`src/rtl/amkm_pkg.sv`:
```
// Shared constants and types for the anchored multi-key matcher.
package amkm_pkg;

    // Default table geometry
    localparam int NUM_KEYS_DEF = 16;
    localparam int KEY_LEN_DEF  = 16;

    // Fixed field widths of the input word
    localparam int MODE_W = 2;
    localparam int SLOT_W = 4;
    localparam int POS_W  = 4;
    localparam int DATA_W = 8;
    localparam int KLEN_W = 5;
    localparam int KIND_W = 2;

    // Word modes
    localparam logic [MODE_W-1:0] MODE_KEY_BYTE = 2'd0;
    localparam logic [MODE_W-1:0] MODE_KEY_META = 2'd1;
    localparam logic [MODE_W-1:0] MODE_TEXT     = 2'd2;

    // Key kinds
    localparam logic [KIND_W-1:0] KIND_PREFIX   = 2'd0;
    localparam logic [KIND_W-1:0] KIND_CONTAINS = 2'd1;
    localparam logic [KIND_W-1:0] KIND_SUFFIX   = 2'd2;

    // Per-slot outcome of one text byte
    typedef struct packed {
        logic found;    // prefix or contains key completed
        logic ends;     // suffix key completed on this byte
    } t_eval_flags;

endpackage

```
`src/rtl/amkm_slot_eval.sv`:
```
// Per-slot update of the text state for one text byte.
module amkm_slot_eval import amkm_pkg::*; #(
    parameter int KEY_LEN = KEY_LEN_DEF,
    parameter int LW      = $clog2(KEY_LEN + 1)
) (
    input  logic [KEY_LEN*8-1:0] i_row_bytes,
    input  logic [LW-1:0]        i_len,
    input  logic [KIND_W-1:0]    i_kind,
    input  logic                 i_meta_ok,
    input  logic [KEY_LEN-1:0]   i_hits,
    input  logic                 i_alive,
    input  logic                 i_first,
    input  logic [LW-1:0]        i_seen,
    input  logic [DATA_W-1:0]    i_data,
    output logic [KEY_LEN-1:0]   o_hits,
    output logic                 o_alive,
    output t_eval_flags          o_flags
);

    localparam int PW = (KEY_LEN > 1) ? $clog2(KEY_LEN) : 1;

    logic [LW-1:0]      kl;
    logic [KEY_LEN-1:0] hits_in;
    logic               alive_in;
    logic [KEY_LEN-1:0] eq;
    logic [KEY_LEN-1:0] mask;
    logic [KEY_LEN-1:0] hits_step;
    logic [PW-1:0]      top_idx;
    logic [PW-1:0]      seen_idx;
    logic               byte_ok;

    // Slot state on the first byte of a text is the cleared state
    assign kl       = i_meta_ok ? i_len : '0;
    assign hits_in  = i_first ? '0 : i_hits;
    assign alive_in = i_first ? 1'b1 : i_alive;
    assign top_idx  = PW'(kl - LW'(1));
    assign seen_idx = PW'(i_seen);
    assign byte_ok  = (i_row_bytes[{seen_idx, 3'b000} +: 8] == i_data);

    // Byte compare against every key position, limited to the key length
    always_comb begin
        for (int i = 0; i < KEY_LEN; i++) begin
            eq[i]   = (i_row_bytes[i*8 +: 8] == i_data);
            mask[i] = (LW'(i) < kl);
        end
    end

    // Shift-and step
    assign hits_step = ((hits_in << 1) | KEY_LEN'(1)) & eq & mask;

    always_comb begin
        o_hits        = hits_in;
        o_alive       = alive_in;
        o_flags.found = 1'b0;
        o_flags.ends  = 1'b0;
        if (kl != '0) begin
            case (i_kind)
                KIND_PREFIX: begin
                    if (alive_in && (i_seen < kl)) begin
                        if (!byte_ok) begin
                            o_alive = 1'b0;
                        end else if (i_seen == kl - LW'(1)) begin
                            o_flags.found = 1'b1;
                        end
                    end
                end
                KIND_CONTAINS: begin
                    o_hits        = hits_step;
                    o_flags.found = hits_step[top_idx];
                end
                KIND_SUFFIX: begin
                    o_hits       = hits_step;
                    o_flags.ends = hits_step[top_idx];
                end
                default: begin
                    // unknown kind never matches
                end
            endcase
        end
    end

endmodule

```
`src/rtl/anchored_multi_key_matcher.sv`:
```
// Top level of the anchored multi-key matcher: key table, text state and control.
//
// Key table loads (key byte, length and kind) are taken in the idle state and
// keep the input ready. A text byte closes the input: the slots are swept one
// per cycle through the key memory and the per-slot text-state memory (read,
// update, write back), then a tail state, and the last byte of a text places
// the match word in the output register once it is free. The register holds its
// word until taken while the next words are accepted. Key bytes, lengths and
// kinds are undefined until written; a slot reads as disabled from reset until
// its length and kind are written. No clearing pass is needed: the text state of
// every slot is rewritten on each byte, read as cleared on a text's first byte.
module anchored_multi_key_matcher import amkm_pkg::*; #(
    parameter int NUM_KEYS = NUM_KEYS_DEF,
    parameter int KEY_LEN  = KEY_LEN_DEF
) (
    input  logic              i_clk,
    input  logic              i_rst_n,
    input  logic              i_in_valid,
    output logic              o_in_ready,
    input  logic [MODE_W-1:0] i_mode,
    input  logic [SLOT_W-1:0] i_slot,
    input  logic [POS_W-1:0]  i_position,
    input  logic [DATA_W-1:0] i_data,
    input  logic [KLEN_W-1:0] i_key_length,
    input  logic [KIND_W-1:0] i_key_kind,
    input  logic              i_last,
    output logic              o_out_valid,
    input  logic              i_out_ready,
    output logic              o_matched
);

    localparam int AW    = (NUM_KEYS > 1) ? $clog2(NUM_KEYS) : 1;
    localparam int PW    = (KEY_LEN > 1) ? $clog2(KEY_LEN) : 1;
    localparam int LW    = $clog2(KEY_LEN + 1);
    localparam int BW    = KEY_LEN * 8;
    localparam int ROW_W = BW + LW + KIND_W;

    typedef enum logic [1:0] {S_IDLE, S_SWEEP, S_TAIL, S_PUSH} t_state;

    // Memories: key row {kind, len, bytes} and text state {alive, hits}
    logic [ROW_W-1:0]   r_key_mem [NUM_KEYS];
    logic [KEY_LEN:0]   r_txt_mem [NUM_KEYS];
    logic [NUM_KEYS-1:0] r_meta_ok;

    logic [ROW_W-1:0]  r_key_q;
    logic [KEY_LEN:0]  r_txt_q;
    logic              r_ok_q;

    t_state            r_state;
    logic [AW-1:0]     r_idx;
    logic [AW-1:0]     r_p_idx;
    logic              r_p_valid;
    logic [LW-1:0]     r_seen;
    logic              r_any;
    logic              r_ends;
    logic [DATA_W-1:0] r_data;
    logic              r_last;
    logic              r_o_valid;
    logic              r_o_matched;

    logic              in_acc;
    logic              slot_ok;
    logic              pos_ok;
    logic              byte_we;
    logic              meta_we;
    logic [AW-1:0]     w_slot;
    logic [PW-1:0]     w_pos;
    logic [LW-1:0]     n_len;
    logic [KEY_LEN-1:0] n_hits;
    logic              n_alive;
    t_eval_flags       flags;

    assign o_in_ready  = (r_state == S_IDLE);
    assign o_out_valid = r_o_valid;
    assign o_matched   = r_o_matched;

    // Load decode
    assign in_acc  = i_in_valid && o_in_ready;
    assign slot_ok = (int'(i_slot) < NUM_KEYS);
    assign pos_ok  = (int'(i_position) < KEY_LEN);
    assign byte_we = in_acc && (i_mode == MODE_KEY_BYTE) && slot_ok && pos_ok;
    assign meta_we = in_acc && (i_mode == MODE_KEY_META) && slot_ok;
    assign w_slot  = AW'(i_slot);
    assign w_pos   = PW'(i_position);
    assign n_len   = (int'(i_key_length) > KEY_LEN) ? LW'(KEY_LEN) : LW'(i_key_length);

    // Key memory: byte and metadata writes, registered read
    always_ff @(posedge i_clk) begin
        if (byte_we) begin
            r_key_mem[w_slot][{w_pos, 3'b000} +: 8] <= i_data;
        end
        if (meta_we) begin
            r_key_mem[w_slot][BW +: LW + KIND_W] <= {i_key_kind, n_len};
        end
        r_key_q <= r_key_mem[r_idx];
    end

    // Metadata valid bits: an unwritten slot reads as disabled
    always_ff @(posedge i_clk) begin
        if (!i_rst_n) begin
            r_meta_ok <= '0;
        end else if (meta_we) begin
            r_meta_ok[w_slot] <= 1'b1;
        end
    end

    always_ff @(posedge i_clk) begin
        r_ok_q <= r_meta_ok[r_idx];
    end

    // Text-state memory: read ahead one slot, write back the processed one
    always_ff @(posedge i_clk) begin
        if (r_p_valid) begin
            r_txt_mem[r_p_idx] <= {n_alive, n_hits};
        end
        r_txt_q <= r_txt_mem[r_idx];
    end

    amkm_slot_eval #(
        .KEY_LEN (KEY_LEN),
        .LW      (LW)
    ) u_eval (
        .i_row_bytes (r_key_q[BW-1:0]),
        .i_len       (r_key_q[BW +: LW]),
        .i_kind      (r_key_q[BW + LW +: KIND_W]),
        .i_meta_ok   (r_ok_q),
        .i_hits      (r_txt_q[KEY_LEN-1:0]),
        .i_alive     (r_txt_q[KEY_LEN]),
        .i_first     (r_seen == '0),
        .i_seen      (r_seen),
        .i_data      (r_data),
        .o_hits      (n_hits),
        .o_alive     (n_alive),
        .o_flags     (flags)
    );

    // Payload capture for a text byte
    always_ff @(posedge i_clk) begin
        if (in_acc && (i_mode == MODE_TEXT)) begin
            r_data <= i_data;
            r_last <= i_last;
        end
    end

    // Control: sweep sequencer, text flags and output register
    always_ff @(posedge i_clk) begin
        if (!i_rst_n) begin
            r_state     <= S_IDLE;
            r_idx       <= '0;
            r_p_idx     <= '0;
            r_p_valid   <= 1'b0;
            r_seen      <= '0;
            r_any       <= 1'b0;
            r_ends      <= 1'b0;
            r_o_valid   <= 1'b0;
            r_o_matched <= 1'b0;
        end else begin
            if (r_o_valid && i_out_ready) begin
                r_o_valid <= 1'b0;
            end
            if (r_p_valid) begin
                r_any  <= r_any | flags.found;
                r_ends <= r_ends | flags.ends;
            end
            r_p_valid <= 1'b0;
            case (r_state)
                S_IDLE: begin
                    if (in_acc && (i_mode == MODE_TEXT)) begin
                        r_idx   <= '0;
                        r_ends  <= 1'b0;
                        r_state <= S_SWEEP;
                    end
                end
                S_SWEEP: begin
                    r_p_valid <= 1'b1;
                    r_p_idx   <= r_idx;
                    if (r_idx == AW'(NUM_KEYS - 1)) begin
                        r_state <= S_TAIL;
                    end else begin
                        r_idx <= r_idx + AW'(1);
                    end
                end
                S_TAIL: begin
                    if (r_seen < LW'(KEY_LEN)) begin
                        r_seen <= r_seen + LW'(1);
                    end
                    r_state <= r_last ? S_PUSH : S_IDLE;
                end
                S_PUSH: begin
                    if (!r_o_valid || i_out_ready) begin
                        r_o_valid   <= 1'b1;
                        r_o_matched <= r_any | r_ends;
                        r_any       <= 1'b0;
                        r_ends      <= 1'b0;
                        r_seen      <= '0;
                        r_state     <= S_IDLE;
                    end
                end
                default: begin
                    r_state <= S_IDLE;
                end
            endcase
        end
    end

endmodule

```
`config.mk`:
```
export PLATFORM = sky130hd
export DESIGN_NAME = anchored_multi_key_matcher
export DESIGN_NICKNAME = d
export VERILOG_FILES = /design/src/rtl/amkm_pkg.sv /design/src/rtl/amkm_slot_eval.sv /design/src/rtl/anchored_multi_key_matcher.sv
export SDC_FILE = /design/constraint.sdc
export NUM_CORES = 2
export LEC_CHECK = 0
export BUFFER_PORTS_ARGS = -buffer_cell sky130_fd_sc_hd__buf_4
export CAP_MARGIN = 20
export CORE_MARGIN = 8
export CORE_UTILIZATION = 29
export DETAILED_ROUTE_END_ITERATION = 10
export PLACE_DENSITY_LB_ADDON = 0.25
export RECOVER_POWER = 100
export SETUP_SLACK_MARGIN = 0.1
export SKIP_LAST_GASP = 1
export SLEW_MARGIN = 15
export SYNTH_ARGS = -nofsm -noshare
export SYNTH_HDL_FRONTEND = slang
export SYNTH_SLANG_ARGS = --single-unit
```
`constraint.sdc`:
```
create_clock -name i_clk -period 8.65 [get_ports i_clk]
set_input_delay 2.595 -clock i_clk [delete_from_list [all_inputs] [get_ports i_clk]]
set_output_delay 2.595 -clock i_clk [all_outputs]
set_load 0.03 [all_outputs]
```
Word level (Yosys, flattened, before mapping). Memory sizes are Yosys's and may differ from the RTL's. A register that Yosys moved wholly into a read port is not among the register bits. Index checks and enable logic that the tools add are counted.

Reductions and logical operators: 21. Shift-type cells: 3. Add/subtract/negate cells: 4. Equal/unequal tests: 31. Bitwise gates (word level): 13. Magnitude comparators: 23. Muxes and demuxes: 57.

Operators by type and width (number): $eq A8 B8 Y1 (17); $mux W135 (1); $shift A8 B9 Y135 const A (1); $shiftx A8 B9 Y135 (1); $shiftx A128 B8 Y8 (1); $mux W16 (3); $lt A4 B5 Y1 const A (8); $mux W1 (34); $and A16 B16 Y16 (2); $lt A3 B5 Y1 const A (4); $mux W5 (4); $or A16 B16 Y16 (1); $lt A4 B5 Y1 const B (3); $lt A1 B5 Y1 const A (2); $lt A2 B5 Y1 const A (2); $mux W2 (5); $or A1 B1 Y1 (10); $pmux W5 S2 (1); $neg A7 Y9 (1); $reduce_and A3 Y1 (3); $bmux W1 S4 (2); $eq A2 B2 Y1 const B (4); $mux W4 (2); $ne A2 B2 Y1 const B (4); 24 further kinds (36).

Output and inout bits: 3. Flip-flop bits (word level): 46. Memories kept: 2. Bits in writable memories: 2432. Logic and storage cells: 167. Input port bits: 30.

Memories: r_key_mem (depth 16, width 135, read ports 1, clocked after Yosys merged registers in 1, write ports 1, line anchored_multi_key_matcher.sv:41) `logic [ROW_W-1:0] r_key_mem [NUM_KEYS];`; r_txt_mem (depth 16, width 17, read ports 1, clocked after Yosys merged registers in 1, write ports 1, line anchored_multi_key_matcher.sv:42) `logic [KEY_LEN:0] r_txt_mem [NUM_KEYS];`.

Logic depth before layout (Yosys ltp).
Depth after elaboration: 12. Mapped depth: 14. Gate-level depth less buffers: 10.

Cells and area by module. Synthesis repeated with hierarchy kept, for this count alone.

Cell total of the unflattened synthesis: 4840. Area, all modules: 102608.4 um^2.

By module, submodules not included: anchored_multi_key_matcher (instances 1, sequential area each 77083.9 um^2, area each 98973.7 um^2, cells an instance 4412); amkm_slot_eval (instances 1, sequential area each 0.0 um^2, area each 3634.7 um^2, cells an instance 428).

Worst setup path after synthesis. No wires, ideal clock.

Kind: in2reg. Start point: input port i_position[2]. End point: memory r_key_mem[10][64] (netlist name), enable pin. Path buffers: 2. Data arrival time: 4.668 ns. Stages: 8. Required time: 8.280 ns. Path slack: 3.612 ns. Library setup time: 0.370 ns. Path through: clkbuf_1 nor3_1 xnor2_1 nand2_1 nor2_1 nand2_1 clkbuf_1 nor2_1.

Longest elaborated chain between the ends: 3.

Ends and longest elaborated chain: start, declared (line anchored_multi_key_matcher.sv:22) `input logic [POS_W-1:0] i_position,`; $neg A7 Y9 (line anchored_multi_key_matcher.sv:90) `r_key_mem[w_slot][{w_pos, 3'b000} +: 8] <= i_data;`; $shift A8 B9 Y135 (line anchored_multi_key_matcher.sv:90); $mux W135 (not written as such) (line anchored_multi_key_matcher.sv:90); end, declared (line anchored_multi_key_matcher.sv:41).

Every way passes these cells.

Worst setup path in the final report.
Start point: input port i_slot[1]. End point: memory r_key_mem[13][31] (netlist name), enable pin.

RTL lines: start, declared (line anchored_multi_key_matcher.sv:21) `input logic [SLOT_W-1:0] i_slot,`.

Straight into the memory's write port.

==> qor.csv <==
stage;metric;value;unit
critical_path;Crit Path Category;input pin to register;
clock_tree;Num CTS Buffers;281;
pwr;Sw Share;22.5;%
critical_path;Critical Path Start;i_slot[1];
clock_tree;Root Driver;clkbuf_16;
logic_synthesis;top_reg_cell synth;edfxtp_1;
timing;Pins Over Slew Limit;724;
routing;vias per cell;5.02;
logic_synthesis;multiplexer area fraction after synthesis;17.5;%
global_route;largest net degree at the start of global routing;163;
global_route;initial antenna violation count;22;
clock_tree;Sink Count;2613;
logic_synthesis;Post-synth EDFFs;2425;
global_route;met1 Track Usage GR;22.0;%
timing;Fin Clk Skew;49.6;ps
timing;RSZ-0062 raised after global routing;false;
logic_synthesis;Net Count, Synth;4843;
critical_path;peak fanout along the critical path;18;
floorplan;die height;608;µm
clock_tree;Skew-Pair Late Insertion Delay;860;ps
final_layout;fill count;32500;
logic_synthesis;post-synth top area share;71.7;%
routing;Pre-antenna DRT Iters;7;
logic_synthesis;largest family of logic cells by synthesized area;multiplexers;
timing;Hold WS;464;ps
pwr;PD cells;243;nW/µm²
critical_path;critical path arrival;7370;ps
logic_synthesis;simple-gate portion of the synthesized area;3.42;%
global_route;Total Routing Usage GR;15.1;%
critical_path;Worst Reg-to-Reg Cells;4;
logic_synthesis;synth warn;0;
logic_synthesis;post-synthesis compound-gate area fraction;0.974;%
logic_synthesis;Post-Synth Adder-Cell Area;0.247;%
clock_tree;setup bufs post-CTS;0;
critical_path;Worst Setup End Kind;register;
routing;# DRC;0;
logic_synthesis;syn_area_per_cell;21.2;µm²
critical_path;worst r2r src;r_idx[0];
clock_tree;CTS tree;done;
hold_path;hold path startpoint;r_meta_ok[14];
final_layout;Final Instance Area;116000;µm²
logic_synthesis;Mapped Cells;4793;
floorplan;Core ar.;349000;µm²
routing;Starting DRT DRC Count;5456;
logic_synthesis;Yosys reg bits;2613;
pwr;Comb pwr share;7.8;%
pwr;cell leakage power;35.1;nW
clock_tree;H-Tree Depth;5;
run_status;status;finished, violations left;
floorplan;die footprint;369000;µm²
logic_synthesis;Synth Cell Area;102000;µm²
clock_tree;Worst-path clk slew;60;ps
logic_synthesis;Synth cell types;62;
routing;final WL;288;mm
pwr;worst vdd ir;0.162;mV
placement;IO buf count;32;
final_layout;Finished Layout Cells;9803;
global_route;total congestion overflow;0;
timing;Hold Fails Final Rpt;0;
global_route;met3 Use GR;2.44;%
logic_synthesis;Synth top cells by count;2425 x edfxtp_1, 771 x mux4_2, 422 x nor2_1;
timing;setup_tns;0;ps
global_route;met2 Resource Use GR;23.7;%
logic_synthesis;Async SR Flop Fraction;0;%
global_route;vias in the first global route;50200;
floorplan;# rows;217;
logic_synthesis;register area share after synthesis;75.4;%
timing;Slew HR;-141;%
hold_path;WHS Path Cells;1;
placement;Detail Placement HPWL;184;mm
floorplan;Boundary Pins;33;
final_layout;layout cells sized above 1;24.3;%
clock_tree;# hold bufs at CTS;0;
timing;endpoints failing setup;0;
floorplan;Initial Util;29.1;%
logic_synthesis;most instantiated library cell after synthesis;edfxtp_1;
timing;Final min period;6930;ps
routing;WL per Instance;29.3;µm
global_route;Top Usage Layer GRT;met2;
placement;Area after DPL;108000;µm²
logic_synthesis;post-synthesis xor/xnor area fraction;1.27;%
hold_path;worst hold path type;register to register;
pwr;Reg power frac;49.7;%
placement;Final GP Congestion;0.830;
pwr;Clk pwr share;42.6;%
job;max-cap violation count;37;
routing;vias;49200;
timing;max frequency;144;MHz
logic_synthesis;synth top area cells;edfxtp_1 72%, mux4_2 17%, dfxtp_1 3.7%;
critical_path;required time of the critical path;9090;ps
clock_tree;clock tree buffer depth;4;
final_layout;Syn-to-layout area delta;14.7;%
floorplan;Die Wd;608;µm
critical_path;crit path launch type;input pin;
timing;Final Cycle Share;80.1;%
logic_synthesis;largest area contributor in the netlist;edfxtp_1;
placement;Post-Place Cells;9282;
routing;post-route ant nets;0;
final_layout;Final nets;5023;
timing;Worst-Margin Slew;3610;ps
global_route;first-pass GRT wire length;406;mm
run_status;failing checks;max-capacitance violations, max-slew violations;
pwr;NetSw;6.36;mW
clock_tree;post-CTS sizing;0;
pwr;internal power;21.9;mW
==> worst paths after layout <==
path / slack, ps / end
max reg2reg: 2330 / r_key_q[87]
min: 460 / r_meta_ok[14]
min reg2reg: 460 / r_meta_ok[14]
max: 1720 / r_key_mem[13][31]
==> flip-flops by register name, summed over array words and instances (netlist names) <==
signal / cells
r_seen: 5
o_matched: 1
r_state: 2
r_idx: 4
r_ends: 1
r_p_idx: 4
r_txt_mem: 256
r_key_q: 135
r_txt_q: 16
r_last: 1
r_key_mem: 2160
r_any: 1
r_data: 8
o_out_valid: 1
r_meta_ok: 16
r_ok_q: 1
r_p_valid: 1
==> critical path, cell delays in order <==
cell and delay (ps):
clkbuf_1 200, nor2b_1 370, nand3_1 2290, nor2_1 1770
==> area by class of cell <==
class	instances	area, µm²	share of cell area [%]
antenna	12	30.0	0.0258
clock buffer	374	7760	6.67
clock inverter	128	1410	1.21
inverter	14	52.6	0.0452
multi-input combinational	1886	23800	20.5
sequential	2613	76600	65.8
tap	4599	5750	4.94
timing repair buffer	177	980	0.842
==> placed cells by master, fill, tap and decap left out, types with 13 or more instances in the layout <==
master / count
bufinv_16: 25
nor3_1: 22
inv_1: 13
clkinv_1: 33
and2_0: 39
nand3_1: 43
clkbuf_1: 178
o21a_1: 19
nand4_1: 30
a21oi_1: 30
mux4_2: 771
clkbuf_8: 23
clkbuf_16: 288
nor2_1: 422
ha_1: 20
a211oi_1: 20
mux2i_1: 42
o21ai_0: 19
xnor2_1: 106
edfxtp_1: 2425
buf_4: 51
nand2_1: 88
nor4_1: 24
dfxtp_1: 183
xor2_1: 41
clkinv_2: 41
nor2b_1: 31
==> through the flow <==
stage / setup slack, ps / total power, mW / utilization (%)
floorplan: 3610 / 15.7 / -
global placement: 1930 / 16.6 / 30.9
detailed placement: 1830 / 16.6 / 30.9
CTS: 2740 / 28.6 / 33.5
global route: 1460 / 29.1 / 33.4
finish: 1720 / 28.3 / 33.4
==> kinds of logic (layout without fill, tap and decap cells) <==
logic type | count (synthesis) | in the layout
mux | 813 | 813
buf+inv | 294 | 693
simple gates | 764 | 764
flops | 2613 | 2613
other cells | 0 | 12
compound gates | 142 | 142
xor+xnor | 147 | 147
fa+ha+maj | 20 | 20
==> power by group through the flow <==
stage	sequential [mW]	combinational (mW)	clock, mW
after floorplan	14.2	1.54	0
after global placement	14.3	2.24	0
after detailed placement	14.3	2.25	0
after CTS	14.0	2.26	12.3
after global routing	14.0	2.35	12.7
final	14.0	2.20	12.0
==> per-layer routing <==
layer  up-vias  part of all wire [%]
met5         -                0.0094
met4         4                   2.6
met3       409                   5.8
met2      1759                    46
met1     26900                    45
li1      20100                     -
Note: power is estimated with default switching activity, not from simulation.
